--- src/rtl/tlvd_pkg.sv ---
// ----------------------------------------------------------------------------
// tlvd_pkg
// Shared types and constants for the type-length-value record deframer.
// ----------------------------------------------------------------------------
package tlvd_pkg;

  // width of the kept record length (8..32)
  localparam int unsigned LENGTH_BITS = 32;

  // largest length that can be kept, longer headers saturate to this
  localparam logic [31:0] LEN_MAX = 32'((64'd1 << LENGTH_BITS) - 64'd1);

  // header byte positions
  localparam logic [2:0] HDR_TYPE_HI = 3'd0;
  localparam logic [2:0] HDR_TYPE_LO = 3'd1;
  localparam logic [2:0] HDR_LEN_B3  = 3'd2;
  localparam logic [2:0] HDR_LEN_B2  = 3'd3;
  localparam logic [2:0] HDR_LEN_B1  = 3'd4;
  localparam logic [2:0] HDR_LEN_B0  = 3'd5;

  typedef struct packed {
    logic [7:0] data_byte;
    logic       restart;
  } tlv_item_t;

  typedef struct packed {
    logic [15:0] rec_type;
    logic [31:0] rec_length;
    logic [7:0]  value_byte;
    logic        byte_valid;
    logic        record_last;
  } tlv_result_t;

endpackage

--- src/rtl/tlvd_in_stage.sv ---
// ----------------------------------------------------------------------------
// tlvd_in_stage
// Input register: holds one stream byte until the parser consumes it.
// ----------------------------------------------------------------------------
module tlvd_in_stage (
  input  logic                 clk,
  input  logic                 rst_n,
  input  logic                 in_valid,
  output logic                 in_ready,
  input  tlvd_pkg::tlv_item_t  in_item,
  input  logic                 consume,
  output logic                 s1_valid,
  output tlvd_pkg::tlv_item_t  s1_item
);
  import tlvd_pkg::*;

  logic      valid_r;
  logic      valid_nxt;
  tlv_item_t item_r;

  assign in_ready = !valid_r || consume;

  always_comb begin
    valid_nxt = valid_r;
    if (consume) begin
      valid_nxt = 1'b0;
    end
    if (in_valid && in_ready) begin
      valid_nxt = 1'b1;
    end
  end

  always_ff @(posedge clk) begin
    if (!rst_n) begin
      valid_r <= 1'b0;
    end else begin
      valid_r <= valid_nxt;
    end
  end

  always_ff @(posedge clk) begin
    if (in_valid && in_ready) begin
      item_r <= in_item;
    end
  end

  assign s1_valid = valid_r;
  assign s1_item  = item_r;

endmodule

--- src/rtl/tlvd_parser.sv ---
// ----------------------------------------------------------------------------
// tlvd_parser
// Record walker: collects the 6-byte header, then counts down value bytes.
// ----------------------------------------------------------------------------
module tlvd_parser (
  input  logic                   clk,
  input  logic                   rst_n,
  input  tlvd_pkg::tlv_item_t    item,
  input  logic                   step,
  output logic                   res_valid,
  output tlvd_pkg::tlv_result_t  res
);
  import tlvd_pkg::*;

  logic                   in_value_phase_r;
  logic                   in_value_phase_nxt;
  logic [2:0]             header_count_r;
  logic [2:0]             header_count_nxt;
  logic [15:0]            type_hold_r;
  logic [15:0]            type_hold_nxt;
  logic [31:0]            length_hold_r;
  logic [31:0]            length_hold_nxt;
  logic [LENGTH_BITS-1:0] bytes_left_r;
  logic [LENGTH_BITS-1:0] bytes_left_nxt;

  logic                   phase;
  logic [2:0]             hc;
  logic [31:0]            len_cand;
  logic                   last;

  always_comb begin
    // restart drops any partial header or record
    phase    = in_value_phase_r && !item.restart;
    hc       = item.restart ? HDR_TYPE_HI : header_count_r;
    if (hc > HDR_LEN_B0) begin
      hc = HDR_TYPE_HI;
    end
    len_cand = {length_hold_r[23:0], item.data_byte};

    in_value_phase_nxt = phase;
    header_count_nxt   = hc;
    type_hold_nxt      = type_hold_r;
    length_hold_nxt    = length_hold_r;
    bytes_left_nxt     = bytes_left_r;
    last               = 1'b0;
    res_valid          = 1'b0;
    res                = '0;

    if (phase) begin
      bytes_left_nxt = bytes_left_r - {{(LENGTH_BITS-1){1'b0}}, 1'b1};
      last           = (bytes_left_nxt == '0);
      res_valid      = 1'b1;
      res.rec_type    = type_hold_r;
      res.rec_length  = length_hold_r;
      res.value_byte  = item.data_byte;
      res.byte_valid  = 1'b1;
      res.record_last = last;
      in_value_phase_nxt = !last;
    end else begin
      case (hc)
        HDR_TYPE_HI: type_hold_nxt   = {item.data_byte, 8'h00};
        HDR_TYPE_LO: type_hold_nxt   = {type_hold_r[15:8], item.data_byte};
        HDR_LEN_B3:  length_hold_nxt = {24'h0, item.data_byte};
        default:     length_hold_nxt = len_cand;
      endcase

      if (hc != HDR_LEN_B0) begin
        header_count_nxt = hc + 3'd1;
      end else begin
        header_count_nxt = HDR_TYPE_HI;
        if (len_cand > LEN_MAX) begin
          length_hold_nxt = LEN_MAX;
        end
        if (length_hold_nxt == 32'h0) begin
          // empty record marker
          res_valid       = 1'b1;
          res.rec_type    = type_hold_r;
          res.rec_length  = 32'h0;
          res.value_byte  = 8'h00;
          res.byte_valid  = 1'b0;
          res.record_last = 1'b1;
        end else begin
          bytes_left_nxt     = length_hold_nxt[LENGTH_BITS-1:0];
          in_value_phase_nxt = 1'b1;
        end
      end
    end
  end

  always_ff @(posedge clk) begin
    if (!rst_n) begin
      in_value_phase_r <= 1'b0;
      header_count_r   <= HDR_TYPE_HI;
    end else if (step) begin
      in_value_phase_r <= in_value_phase_nxt;
      header_count_r   <= header_count_nxt;
    end
  end

  always_ff @(posedge clk) begin
    if (step) begin
      type_hold_r   <= type_hold_nxt;
      length_hold_r <= length_hold_nxt;
      bytes_left_r  <= bytes_left_nxt;
    end
  end

`ifndef NO_ASSERTIONS
  a_hc_range: assert property (@(posedge clk) disable iff (!rst_n)
    header_count_r <= HDR_LEN_B0)
    else $error("header count out of range");

  a_value_hc_zero: assert property (@(posedge clk) disable iff (!rst_n)
    in_value_phase_r |-> (header_count_r == HDR_TYPE_HI))
    else $error("header count not cleared in value phase");

  a_value_left: assert property (@(posedge clk) disable iff (!rst_n)
    in_value_phase_r |-> (bytes_left_r != '0))
    else $error("value phase with no bytes left");

  a_empty_last: assert property (@(posedge clk) disable iff (!rst_n)
    (res_valid && !res.byte_valid) |-> (res.record_last && res.rec_length == 32'h0))
    else $error("empty record marker malformed");

  a_leave_on_last: assert property (@(posedge clk) disable iff (!rst_n)
    (step && res_valid && res.byte_valid && res.record_last) |=> !in_value_phase_r)
    else $error("value phase kept after last byte");
`endif

endmodule

--- src/rtl/tlvd_out_skid.sv ---
// ----------------------------------------------------------------------------
// tlvd_out_skid
// Output register with one skid entry, keeps out_ready off the input path.
// ----------------------------------------------------------------------------
module tlvd_out_skid (
  input  logic                   clk,
  input  logic                   rst_n,
  input  logic                   push,
  input  tlvd_pkg::tlv_result_t  push_data,
  output logic                   can_take,
  output logic                   out_valid,
  input  logic                   out_ready,
  output tlvd_pkg::tlv_result_t  out_data
);
  import tlvd_pkg::*;

  logic        main_valid_r;
  logic        main_valid_nxt;
  logic        skid_valid_r;
  logic        skid_valid_nxt;
  tlv_result_t main_r;
  tlv_result_t skid_r;
  logic        pop;
  logic        load_main;
  logic        load_skid;
  logic        skid_to_main;

  assign pop      = main_valid_r && out_ready;
  assign can_take = !skid_valid_r;

  always_comb begin
    main_valid_nxt = main_valid_r;
    skid_valid_nxt = skid_valid_r;
    load_main      = 1'b0;
    load_skid      = 1'b0;
    skid_to_main   = 1'b0;
    if (skid_valid_r) begin
      if (pop) begin
        skid_to_main   = 1'b1;
        skid_valid_nxt = 1'b0;
      end
    end else if (push) begin
      if (!main_valid_r || pop) begin
        load_main      = 1'b1;
        main_valid_nxt = 1'b1;
      end else begin
        load_skid      = 1'b1;
        skid_valid_nxt = 1'b1;
      end
    end else if (pop) begin
      main_valid_nxt = 1'b0;
    end
  end

  always_ff @(posedge clk) begin
    if (!rst_n) begin
      main_valid_r <= 1'b0;
      skid_valid_r <= 1'b0;
    end else begin
      main_valid_r <= main_valid_nxt;
      skid_valid_r <= skid_valid_nxt;
    end
  end

  always_ff @(posedge clk) begin
    if (skid_to_main) begin
      main_r <= skid_r;
    end else if (load_main) begin
      main_r <= push_data;
    end
    if (load_skid) begin
      skid_r <= push_data;
    end
  end

  assign out_valid = main_valid_r;
  assign out_data  = main_r;

endmodule

--- src/rtl/tlv_record_deframer_unit.sv ---
// an accepted byte is held in the input register, and its result is then registered in the output stage
// throughput: one byte per cycle, header bytes included, while results find room on the output side
// a result waits in the output register plus one skid entry, so input stalls only when both fill
// reset (rst_n low, synchronous) empties all stages and returns the parser to header sync
// ----------------------------------------------------------------------------
// tlv_record_deframer_unit
// Walks back-to-back type-length-value records and emits one result per value byte, or one marker for an empty record.
// ----------------------------------------------------------------------------
module tlv_record_deframer_unit (
  input  logic        clk,
  input  logic        rst_n,
  input  logic        in_valid,
  output logic        in_ready,
  input  logic [7:0]  in_data_byte,
  input  logic        in_restart,
  output logic        out_valid,
  input  logic        out_ready,
  output logic [15:0] out_rec_type,
  output logic [31:0] out_rec_length,
  output logic [7:0]  out_value_byte,
  output logic        out_byte_valid,
  output logic        out_record_last
);
  import tlvd_pkg::*;

  tlv_item_t   in_item;
  tlv_item_t   s1_item;
  logic        s1_valid;
  logic        consume;
  logic        res_valid;
  tlv_result_t res;
  logic        can_take;
  tlv_result_t out_data;

  assign in_item.data_byte = in_data_byte;
  assign in_item.restart   = in_restart;

  // a byte without a result never waits on the output side
  assign consume = s1_valid && (!res_valid || can_take);

  tlvd_in_stage u_in_stage (
    .clk      (clk),
    .rst_n    (rst_n),
    .in_valid (in_valid),
    .in_ready (in_ready),
    .in_item  (in_item),
    .consume  (consume),
    .s1_valid (s1_valid),
    .s1_item  (s1_item)
  );

  tlvd_parser u_parser (
    .clk       (clk),
    .rst_n     (rst_n),
    .item      (s1_item),
    .step      (consume),
    .res_valid (res_valid),
    .res       (res)
  );

  tlvd_out_skid u_out_skid (
    .clk       (clk),
    .rst_n     (rst_n),
    .push      (consume && res_valid),
    .push_data (res),
    .can_take  (can_take),
    .out_valid (out_valid),
    .out_ready (out_ready),
    .out_data  (out_data)
  );

  assign out_rec_type    = out_data.rec_type;
  assign out_rec_length  = out_data.rec_length;
  assign out_value_byte  = out_data.value_byte;
  assign out_byte_valid  = out_data.byte_valid;
  assign out_record_last = out_data.record_last;

endmodule
--- config.mk ---
export PLATFORM = sky130hd
export DESIGN_NAME = tlv_record_deframer_unit
export DESIGN_NICKNAME = d
export VERILOG_FILES = /design/src/rtl/tlvd_pkg.sv /design/src/rtl/tlvd_in_stage.sv /design/src/rtl/tlvd_parser.sv /design/src/rtl/tlvd_out_skid.sv /design/src/rtl/tlv_record_deframer_unit.sv
export SDC_FILE = /design/constraint.sdc
export NUM_CORES = 1
export LEC_CHECK = 0
export BUFFER_PORTS_ARGS = -buffer_cell sky130_fd_sc_hd__buf_2
export CAP_MARGIN = 40
export CORE_AREA = 2 2 137 139
export CTS_CLUSTER_SIZE = 28
export DETAILED_ROUTE_END_ITERATION = 10
export DIE_AREA = 0 0 139 141
export GPL_TIMING_DRIVEN = 0
export PLACE_DENSITY = 0.76
export SLEW_MARGIN = 0
export SYNTH_ARGS = -nofsm -noshare
export SYNTH_HDL_FRONTEND = slang
export SYNTH_HIERARCHICAL = 1
export SYNTH_SLANG_ARGS = --single-unit
--- constraint.sdc ---
create_clock -name clk -period 8.7 [get_ports clk]
set_input_delay 0.435 -clock clk [delete_from_list [all_inputs] [get_ports clk]]
set_output_delay 0.435 -clock clk [all_outputs]
set_load 0.03 [all_outputs]
# Word level (Yosys, flattened, before mapping)
# Cells that the tools add are included.
# totals
word_cells,100
regBits,212
mem_count,0
mem_bits_ro,0
mem_bits_rw,0
latchBits,0
# op_classes
addsub,2
muxes,39
div_mod_pow,0
reduce_logical,27
n_shift,0
n_lt_le_gt_ge,2
mul,0
bitwise_logic,3
n_eq_ne,6
# op_table
cell,n
two-way mux 58 bit,5
two-way mux 32 bit,7
zero test 32 bit,2
one-hot mux 32 bit (2 select lines),1
greater-than comparator 32 bit (second input constant),1
one-hot mux 16 bit (2 select lines),1
subtractor 32 x 1 -> 32 bit (second input constant),1
two-way mux 1 bit,21
two-way mux 3 bit,4
AND reduction 3 bit,3
nonzero test 2 bit,4
zero test 1 bit,6
logical AND 1 bit,5
!= test 2 x 1 -> 1 bit (second input constant),2
AND reduction 4 bit,1
adder 3 x 1 -> 3 bit (second input constant),1
== test 3 x 1 -> 1 bit (second input constant),1
== test 3 x 2 -> 1 bit (second input constant),1
greater-than comparator 3 bit (second input constant),1
zero test 3 bit,1
logical OR 1 bit,3
!= test 3 bit (second input constant),1
NOT 1 bit,3
!= test 2 bit (second input constant),1
other kinds (2),2

# Depth between registers and ports, before layout
# Gate-level depths: netlist (run 1).
# logic_depth
word_depth,21
ltp_mapped,19
ltp_nobuf,15

# Hierarchy
# Netlist (run 1), hierarchy kept.
# modules_own_cells
mod,seq_area_each_um2,instances,area_per_inst_um2,cells_each
tlvd_parser,2482.4,1,5118.7,538
tlvd_out_skid,3523.4,1,4371.7,196
tlvd_in_stage,290.3,1,327.8,14
tlv_record_deframer_unit,0.0,1,18.8,3

# Worst setup path after synthesis (run 1)
# OpenSTA, ideal clock, no wires.
# synth_path
kind,register to register
start,register u_in_stage.item_r (netlist bit u_in_stage/s1_item[0])
end,register u_out_skid.main_r (netlist bit u_out_skid/out_data[0]) (enable)
path_slack_ns,2.173
arrival_time_ns,6.035
n_path_buf,1
required_time_ns,8.207
setup_time_ns,0.493
path_stages_with_launch,14
cell_sequence,edfxtp_1 > inv_1 > nand2_1 > ha_1 > and2_0 > o32a_1 > or4b_1 > or4_4 > nor4_4 > a31o_4 > buf_6 > and3_2 > nand2_1 > a21oi_1
# synth_between
elab_chain_cells,20
# synth_lines
element,line_no,source
"start, declared",tlvd_in_stage.sv:19,tlv_item_t item_r;
"start signal, assigned",tlvd_in_stage.sv:43,item_r <= in_item;
two-way mux 3 bit,tlvd_parser.sv:34,hc = item.restart ? HDR_TYPE_HI : header_count_r;
greater-than comparator 3 bit,tlvd_parser.sv:35,if (hc > HDR_LEN_B0) begin
two-way mux 3 bit,tlvd_parser.sv:35,
== test 3 x 1 -> 1 bit or zero test 3 bit (tied branches),tlvd_parser.sv:60,case (hc)
OR reduction 2 bit (no source line),n/a,
one-hot mux 32 bit (2 select lines),tlvd_parser.sv:60,
two-way mux 32 bit,tlvd_parser.sv:71,if (len_cand > LEN_MAX) begin
two-way mux 32 bit,tlvd_parser.sv:67,if (hc != HDR_LEN_B0) begin
[5 not listed],n/a,
via res_valid,tlv_record_deframer_unit.sv:30,logic res_valid;
zero test 1 bit,tlv_record_deframer_unit.sv:39,assign consume = s1_valid && (!res_valid || can_take);
logical OR 1 bit,tlv_record_deframer_unit.sv:39,
logical AND 1 bit,tlv_record_deframer_unit.sv:39,
logical AND 1 bit *,tlv_record_deframer_unit.sv:64,".push (consume && res_valid),"
two-way mux 1 bit *,tlvd_out_skid.sv:42,end else if (push) begin
two-way mux 1 bit *,tlvd_out_skid.sv:37,if (skid_valid_r) begin
nonzero test 2 bit (no source line) *,n/a,
"end signal, assigned",tlvd_out_skid.sv:67,main_r <= skid_r;
"end signal, assigned",tlvd_out_skid.sv:69,main_r <= push_data;
"end, declared",tlvd_out_skid.sv:21,tlv_result_t main_r;
# Mark *: on every way through the listed nets, which the timed path passes. The rest lies on a longest branch. The select of a mux whose other input is x is not followed.
# A chain may end at the register's enable or synchronous reset.

# Worst setup path after layout (run 1)
# layout_path
start,register u_in_stage.item_r (netlist bit u_in_stage/s1_item[0])
end,register u_out_skid/skid_r[33] (netlist bit) (enable)
# layout_between
elab_chain_cells,19
# layout_lines
element,line_no,source
two-way mux 3 bit,tlvd_parser.sv:34,
greater-than comparator 3 bit,tlvd_parser.sv:35,
two-way mux 3 bit,tlvd_parser.sv:35,
== test 3 x 1 -> 1 bit or zero test 3 bit (tied branches),tlvd_parser.sv:60,
OR reduction 2 bit (no source line),n/a,
one-hot mux 32 bit (2 select lines),tlvd_parser.sv:60,
two-way mux 32 bit,tlvd_parser.sv:71,
two-way mux 32 bit,tlvd_parser.sv:67,
[5 not listed],n/a,
via res_valid,tlv_record_deframer_unit.sv:30,
zero test 1 bit,tlv_record_deframer_unit.sv:39,
logical OR 1 bit,tlv_record_deframer_unit.sv:39,
logical AND 1 bit,tlv_record_deframer_unit.sv:39,
logical AND 1 bit *,tlv_record_deframer_unit.sv:64,
two-way mux 1 bit *,tlvd_out_skid.sv:42,
two-way mux 1 bit *,tlvd_out_skid.sv:37,
via u_out_skid.load_skid,tlvd_out_skid.sv:25,logic load_skid;
"end signal, assigned",tlvd_out_skid.sv:72,skid_r <= push_data;
"end, declared",tlvd_out_skid.sv:22,tlv_result_t skid_r;
# Marks and branches as above.

==> results of run 1 <==
per-stage QoR:
step           setup slack (ps)  hold slack, ps
3_3_place_gp              667.4           502.3
5_1_grt                    3292           110.2
3_5_place_dp               3642           502.9
2_1_floorplan              2173           494.8
6_report                   3584           125.4
4_1_cts                    3594           114.9
registers in the layout, summed over array words and instances (netlist names):
register                   flops
u_parser/type_hold_r          16
u_out_skid/skid_valid_r        1
u_parser/bytes_left_r         32
u_out_skid/skid_r             58
u_out_skid/out_valid           1
u_parser/in_value_phase_r      1
u_out_skid/out_data           58
u_parser/header_count_r        3
u_in_stage/s1_item             9
u_parser/length_hold_r        32
u_in_stage/s1_valid            1
worst max-delay path, stage by stage (launching register included):
cell	delay (ps)
edfxtp_1	420
inv_1	140
nand2_1	110
inv_1	70
ha_1	190
ha_1	180
nand2b_1	80
clkbuf_1	240
a22oi_1	460
or4b_1	480
or4_4	440
nor4_4	470
a31o_4	270
buf_6	150
and3_2	200
and3_2	560
buf_12	300
routing by layer:
metal  wire [microns]  track usage [%]
met5                0                0
met4              466            6.592
met3             1386            3.193
met2             9552            33.81
met1             9102            30.03
kinds of logic after synthesis:
kind of cell | after synthesis | synth area share (%)
flip-flops | 212 | 64.00
XOR/XNOR | 30 | 2.671
adder cells (fa/ha/maj) | 7 | 0.8903
buffers and inverters | 59 | 2.722
AO/OA/AOI/OAI | 104 | 6.665
multiplexers | 65 | 8.166
AND/OR/NAND/NOR | 274 | 14.88
power by group:
part,total [W],switching [W],internal (W),leakage (nW)
Clock,0.000940,0.000368,0.000572,0.350
Combinational,0.000111,0.0000718,0.0000391,1.89
Sequential,0.00116,0.0000198,0.00114,2.04
path summary, 6_finish.rpt:
path,to,cells past startpoint
worst min register to register,u_in_stage/s1_valid,2
worst min-delay path,u_in_stage/s1_item[5],1
worst max-delay path,u_out_skid/skid_r[33],16
worst max register to register,u_out_skid/skid_r[33],16
cells in the final DEF (no fill, tap or decap), types with 8 or more instances in the layout:
| cell type | instances |
|---|---|
| a21oi_1 | 32 |
| and2_1 | 64 |
| buf_2 | 82 |
| clkbuf_1 | 27 |
| clkbuf_16 | 23 |
| edfxtp_1 | 205 |
| inv_1 | 19 |
| mux2_2 | 42 |
| mux2_4 | 20 |
| nand2_1 | 55 |
| nand2b_1 | 8 |
| nor2_1 | 61 |
| nor2b_1 | 8 |
| nor3_1 | 18 |
| nor4_1 | 10 |
| o21ai_0 | 30 |
| xnor2_1 | 20 |
| xor2_1 | 10 |
layout make-up:
cell class,count,area share [%]
clock inverter,12,1.187
timing repair buffer,79,4.276
inverter,20,0.6595
sequential,212,55.31
tap,234,2.572
multi-input combinational,480,29.08
buffer,39,1.693
clock buffer,28,5.221
==> impl_metrics.toml, run 1 <==
[final_layout]
multi_input_area_sq_um = 3311
fin_nets = 874
utilization_pct = 62.32
area_delta_synth_final_pct = 15.72
num-fill-cells = 1375
drive_above_1_share_pct = 23.56
ff_latch_area_sq_um = 6296
final_area_sq_um = 11380
n_antenna_cell = 0
stdcell_count = 1104

[timing]
finalHoldViolations = 0
setup-violations-final = 0
drv_slew = 0
slew_headroom_pct = 40.20
tightestPinTransition_ps = 890.2
setup_tns_ps = 0
clock_skew_ps = 19.65
rsz0062_at_grt = "no"
fin_crit_ps = 5116
fmax_mhz = 195.5
period_share_pct = 58.80

[worst_setup_path]
rr_startpoint = "u_in_stage/s1_item[0]"
reg2reg_setup_slack_ps = 3580
start_kind = "flop"
required_ps = 8880
worst-path-max-fanout = 37
startpoint = "u_in_stage/s1_item[0]"
critPathArrivalTime_ps = 5300
cp-end-kind = "flop"
critPathKind = "flop to flop"

[detailed_routing]
viasPerCell = 5.662
wire_per_inst_microns = 18.58
drc = 0
ant_nets = 0
wirelength_microns = 20510
vias = 6251
drtIter0Drc = 573
dr.pass1.iters = 6

[clocking]
cts_tree = "done"
root_buffer = "clkbuf_16"
cts_buffers = 22
h-tree-depth = 1
clock_path_buffers = 3
cts_setup_buffers = 0
cts.repair.resized = 0
clkSlewWorstSetupHoldPaths_ps = 60
postCtsHoldBufs = 0
clock_sinks = 212
worstSkewPairLatency_ps = 500

[place]
postPlaceCellArea_sq_um = 10650
port_buffers = 72
hpwl_microns = 14490
dp.cells = 1063
gp_congestion = 0.9101

[global_routing]
track_usage_pct = 21.07
grt_antenna_before_repair = 0
grt.overflow.total = 0
grt_pass1_vias = 6018
grt_max_degree = 38
grt_pass1_wl_microns = 32980

[floorplanning]
start_util_pct = 53.85
fp.dieW_microns = 139
die_y_microns = 141
core_area_sq_um = 18270
rows = 50
pin_count = 73
die-area_sq_um = 19600

[flow_run]
cap_viol_max_count = 0

[logic_synthesis]
ys_ff_latch = 212
netlist_area_sq_um = 9837
synthTopCellsByCount = "edfxtp_1, and2_1, nor2_1"
synth_top_area_share_pct = 62.58
syn_inst = 751
synthFlopType = "edfxtp_1"
synthesis.nets = 771
async_reset_ff_share_pct = 0
yosysTopAreaCell = "edfxtp_1"
yosys-top-cells-area = "edfxtp_1, mux2_2, and2_1"
synthDistinctLibCells = 68
synth_most_common_cell = "edfxtp_1"
ys_seq_area_share_pct = 64.00
syn_avg_cell_area_sq_um = 13.10
ys_warn_count = 6
synth-edff-count = 205

[pwr]
power.total_w = 0.002214
ir_drop_mv = 0.1475
leakagePower_nw = 4.278
p_per_area_nw_per_um2 = 194.5

[run_status]
status = "finished, final reports clean"

[worst_hold_path]
hp-start = "in_data_byte[4]"
hp-class = "input port to flop"
(Power assumes the default switching activity.)
==> run 2, diff against run 1 <==
- ABC_AREA: not set -> 1
- CORE_AREA: 2 2 137 139 -> 2 2 139 141
- DIE_AREA: 0 0 139 141 -> 0 0 141 143
- clock period: 8.7 -> 5 ns (I/O delays scaled with it)
==> run 2 against run 1 <==
  * Register-to-register slack got worse by 3000 ps
  * Global-route usage is 1.4 points higher
  * Cell area is 2.6% higher
  * Area after synthesis up 2.5%
  * Clock-buffer cell count unchanged
  * Cell count increased by 28%
  * Fmax grew 17%
  * Critical path type unchanged
  * Critical endpoint is now u_parser/type_hold_r[11]
  * Critical path depth increased by 4
==> impl_metrics.toml, run 2 <==
[run_status]
status = "finished, final reports clean"

[place]
port_buffers = 72
hpwl_microns = 16600
dp.cells = 1359
postPlaceCellArea_sq_um = 10880
gp_congestion = 0.9543

[timing]
slew_headroom_pct = 37.78
rsz0062_at_grt = "no"
finalHoldViolations = 0
setup_tns_ps = 0
setup-violations-final = 0
drv_slew = 0
period_share_pct = 87.50
clock_skew_ps = 19.96
tightestPinTransition_ps = 933.3
fmax_mhz = 228.6
fin_crit_ps = 4375

[global_routing]
grt_antenna_before_repair = 0
grt.overflow.total = 0
grt_max_degree = 32
grt_pass1_wl_microns = 35590
grt_pass1_vias = 7040
track_usage_pct = 22.47

[logic_synthesis]
syn_avg_cell_area_sq_um = 9.638
netlist_area_sq_um = 10080
syn_inst = 1046
synthesis.nets = 1066
yosysTopAreaCell = "edfxtp_1"
synthDistinctLibCells = 37
async_reset_ff_share_pct = 0
synth_top_area_share_pct = 61.06
ys_warn_count = 6
synthFlopType = "edfxtp_1"
synth-edff-count = 205
ys_ff_latch = 212
synthTopCellsByCount = "nand2_1, edfxtp_1, nor2_1"
yosys-top-cells-area = "edfxtp_1, nand2_1, nor2_1"
synth_most_common_cell = "nand2_1"
ys_seq_area_share_pct = 62.46

[floorplanning]
pin_count = 73
start_util_pct = 54.26
core_area_sq_um = 18580
rows = 50
fp.dieW_microns = 141
die_y_microns = 143
die-area_sq_um = 20160

[worst_setup_path]
critPathKind = "flop to flop"
required_ps = 5190
start_kind = "flop"
cp-end-kind = "flop"
worst-path-max-fanout = 7
critPathArrivalTime_ps = 4570

[clocking]
cts_setup_buffers = 0
clock_path_buffers = 3
worstSkewPairLatency_ps = 500
cts_tree = "done"
postCtsHoldBufs = 10
clkSlewWorstSetupHoldPaths_ps = 60
cts.repair.resized = 0
root_buffer = "clkbuf_16"
clock_sinks = 212
h-tree-depth = 1
cts_buffers = 23

[detailed_routing]
vias = 7373
ant_nets = 0
drtIter0Drc = 522
dr.pass1.iters = 6
wire_per_inst_microns = 16.05
wirelength_microns = 22620
viasPerCell = 5.233
drc = 0

[final_layout]
final_area_sq_um = 11680
fin_nets = 1180
final_common_cell = "nand2_1"
n_antenna_cell = 0
num-fill-cells = 1496
utilization_pct = 62.87
drive_above_1_share_pct = 14.47
final_cell_mix = "nand2_1, edfxtp_1, nor2_1"
stdcell_count = 1409
area_delta_synth_final_pct = 15.87

[flow_run]
cap_viol_max_count = 0

[pwr]
p_per_area_nw_per_um2 = 329.4
leakagePower_nw = 4.867
ir_drop_mv = 0.1705
power.total_w = 0.003848

[worst_hold_path]
hp-class = "input port to flop"
==> run 2: cell types whose count changed in the layout (fill, tap and decap cells not counted), sizes merged, moves of 12 or more <==
cell and delta:
a21oi -27, a31oi +21, and2 -64, mux2 -62
inv +157, nor3 -16, xnor2 -18, nor4 -12
o21ai +71, nor2 +138, nand3 +21, nand2 +176
==> run 2: layout make-up <==
cell class                      count  area [sq um]  area share (%)
Tap cell                          234         292.8           2.506
Multi-Input combinational cell    626          2950           25.26
Timing Repair Buffer               89         578.1           4.949
Sequential cell                   212          6296           53.90
Inverter                          176         663.1           5.677
Clock buffer                       28         594.3           5.088
Buffer                             32         202.7           1.735
Clock inverter                     12         103.9          0.8890
==> run 2: cell families (layout without fill, tap and decap cells) <==
kind of cell	Yosys count	after routing	synth area share, %
AO/OA/AOI/OAI	139	139	8.055
AND/OR/NAND/NOR	476	476	19.68
adder cells (fa/ha/maj)	7	7	0.8688
XOR/XNOR	4	4	0.3476
buffers and inverters	208	337	8.589
flip-flops	212	212	62.45
==> run 2: worst paths after layout <==
| path | slack (ps) | from | depth (start not counted) | endpoint |
|---|---|---|---|---|
| min | 30 | in_valid | 3 | u_in_stage/s1_valid |
| max reg2reg | 620 | u_in_stage/s1_item[0] | 20 | u_parser/type_hold_r[11] |
| max | 620 | u_in_stage/s1_item[0] | 20 | u_parser/type_hold_r[11] |
| min reg2reg | 470 | u_parser/in_value_phase_r | 2 | u_parser/in_value_phase_r |
==> run 2: worst max-delay path, cell delays in order, from the launching register on <==
cell and delay (ps):
edfxtp_1 430, nor2_1 200, inv_1 70, ha_1 230, ha_1 240, nand2_4 130
nand2_4 90, o21ai_0 430, nor2_1 100, nand2_1 90, nor2_1 50, nand2_1 60
nor2_2 60, nand3_2 70, nand2_2 120, a21oi_2 270, inv_1 230, nor2_4 210
nand3_1 120, a211oi_1 570, buf_2 300
==> run 2: where the power goes <==
group	internal (W)	switching [W]	total, W	leakage (nW)
registers	0.00199	0.0000186	0.00201	1.87
clock network	0.000941	0.000649	0.00159	0.337
logic	0.0000734	0.000174	0.000248	2.66
==> run 2: routing by layer <==
layer / global-route usage [%] / wire length [microns] / vias to the layer above
li1: - / - / 3644
met1: 30.16 / 9677 / 3427
met3: 3.521 / 1639 / 33
met4: 5.474 / 375 / 0
met2: 38.79 / 10920 / 269
met5: 0 / 0 / -
==> run 2: through the flow <==
stage	hold slack (ps)	setup slack, ps
finish	27.81	624.8
global route	28.42	470.6
CTS	12.16	671.1
detailed placement	428.3	715.7
global placement	427.3	-732.6
floorplan	347.6	523.2
==> run 3, diff against run 2 <==
- PLACE_DENSITY: 0.76 -> 0.8
==> run 3 against run 2 <==
  * Clock-buffer cell count increased by 5
  * Utilization increased by 0.15 points
  * First-iteration DRC count grew 57%
  * Critical endpoint is now u_parser/type_hold_r[13]
  * Sequential share of layout area is 0.13 points lower
  * Non-clock buffer count grew 2
  * Clock skew down 11 ps
  * Worst setup slack worse by 75 ps
  * Combinational power about the same
  * Critical path depth unchanged
  * Fmax decreased by 1.7%
  * Wire length is 3.8% higher
  * Die area did not move
==> impl_metrics.toml, run 3 (synthesis results as in run 2) <==
[worst_hold_path]
hp-class = "input port to flop"
hp-start = "out_ready"

[timing]
clock_skew_ps = 8.654
drv_slew = 0
slew_headroom_pct = 44.57
setup_tns_ps = 0
rsz0062_at_grt = "no"
setup-violations-final = 0
tightestPinTransition_ps = 829.5
fmax_mhz = 224.7
period_share_pct = 89.00
finalHoldViolations = 0
fin_crit_ps = 4450

[clocking]
clock_path_buffers = 3
clock_sinks = 212
cts_tree = "done"
cts_buffers = 23
root_buffer = "clkbuf_16"
h-tree-depth = 1
worstSkewPairLatency_ps = 510
cts_setup_buffers = 0
clkSlewWorstSetupHoldPaths_ps = 60

[final_layout]
utilization_pct = 63.02
area_delta_synth_final_pct = 16.16
drive_above_1_share_pct = 14.76
final_common_cell = "nand2_1"
final_cell_mix = "nand2_1, edfxtp_1, nor2_1"
n_antenna_cell = 0
fin_nets = 1182
num-fill-cells = 1460

[worst_setup_path]
start_kind = "flop"
critPathArrivalTime_ps = 4670
critPathKind = "flop to flop"
startpoint = "u_in_stage/s1_item[0]"
worst-path-max-fanout = 7
crit_chain = "nor2_1 > inv_1 > ha_1 > ha_1 > nand2_4 > nand2_4 > o21ai_0 > nor2_1 > nand2_1 > nor2_1 > nand2_1 > nor2_2 > nand3_2 > nand2_2 > a21oi_2 > inv_1 > nor2_4 > nand3_1 > a211oi_1 > buf_2"
cp_common_cell = "nor2_1"
cp_slowest_cell = "a211oi_1"
rr_startpoint = "u_in_stage/s1_item[0]"
slowest_delay_ps = 520
cp-end-kind = "flop"
required_ps = 5220

[floorplanning]
pin_count = 73
start_util_pct = 54.26
die-area_sq_um = 20160
die_y_microns = 143
core_area_sq_um = 18580
rows = 50
fp.dieW_microns = 141

[detailed_routing]
ant_nets = 0
vias = 7562
drc = 0
dr.pass1.iters = 5
viasPerCell = 5.352
wirelength_microns = 23470
wire_per_inst_microns = 16.61
drtIter0Drc = 817

[global_routing]
grt_antenna_before_repair = 0
grt_pass1_wl_microns = 37400
grt_max_degree = 34
grt.overflow.total = 0
grt_pass1_vias = 7380
track_usage_pct = 23.46

[pwr]
leakagePower_nw = 4.884
ir_drop_mv = 0.2559
p_per_area_nw_per_um2 = 330.6

[flow_run]
cap_viol_max_count = 0

[place]
port_buffers = 72
hpwl_microns = 16690
gp_congestion = 0.9543

[run_status]
status = "finished, final reports clean"
## run 3: routing by layer
layer,vias up,global-route usage [%],part of all wire [%]
met5,-,0,0
met4,0,8.000,2.6
met3,56,3.957,8.3
met2,381,39.36,48
met1,3485,31.34,41
li1,3640,-,-
## run 3: what timing repair did
| action | 4_1_cts | 5_1_grt |
|---|---|---|
| hold buffers | 11 | 0 |
| hold endpoints to repair | 10 | 0 |
| resized for setup | 0 | 0 |
## run 3: final cells by class
type                       instances  area [sq um]  area share, %
multi-input combinational        626          2950          25.19
inverter                         176         663.1          5.663
clock buffer                      33         633.1          5.407
clock inverter                     9         76.32         0.6518
timing repair buffer              91         595.6          5.086
sequential                       212          6296          53.77
tap                              234         292.8          2.500
buffer                            32         202.7          1.731
## run 3: final timing paths
path	to	slack, ps	depth (start not counted)
setup / recovery	u_parser/type_hold_r[13]	550	20
hold reg to reg	u_parser/in_value_phase_r	480	2
hold / removal	u_out_skid/skid_valid_r	50	4
setup reg to reg	u_parser/type_hold_r[13]	550	20
## run 3: critical path: cells and delay by family, from the launching register on
family	cells	cell delay (ps)
compound gates	3	1300
fa+ha+maj	2	500
buf+inv	3	630
flops	1	420
simple gates	12	1300
## run 3: through the flow
step           total power (W)  area, sq um  hold WS, ps  instances  setup WS (ps)
6_report              0.003872        11710        46.08       1413          549.8
5_1_grt               0.003984        11710        64.54       1413          194.8
4_1_cts               0.003888        11710        40.60       1413          533.4
3_5_place_dp          0.002282        10890        428.7       1360          560.1
3_3_place_gp          0.002268        10740        427.0       1352         -869.7
2_1_floorplan         0.002199        10090        347.6       1046          523.2
## run 3: power by group
part	leakage, nW	switching, W	internal (W)
clock	0.343	0.000676	0.000934
combinational	2.67	0.000176	0.0000749
sequential	1.87	0.0000186	0.00199
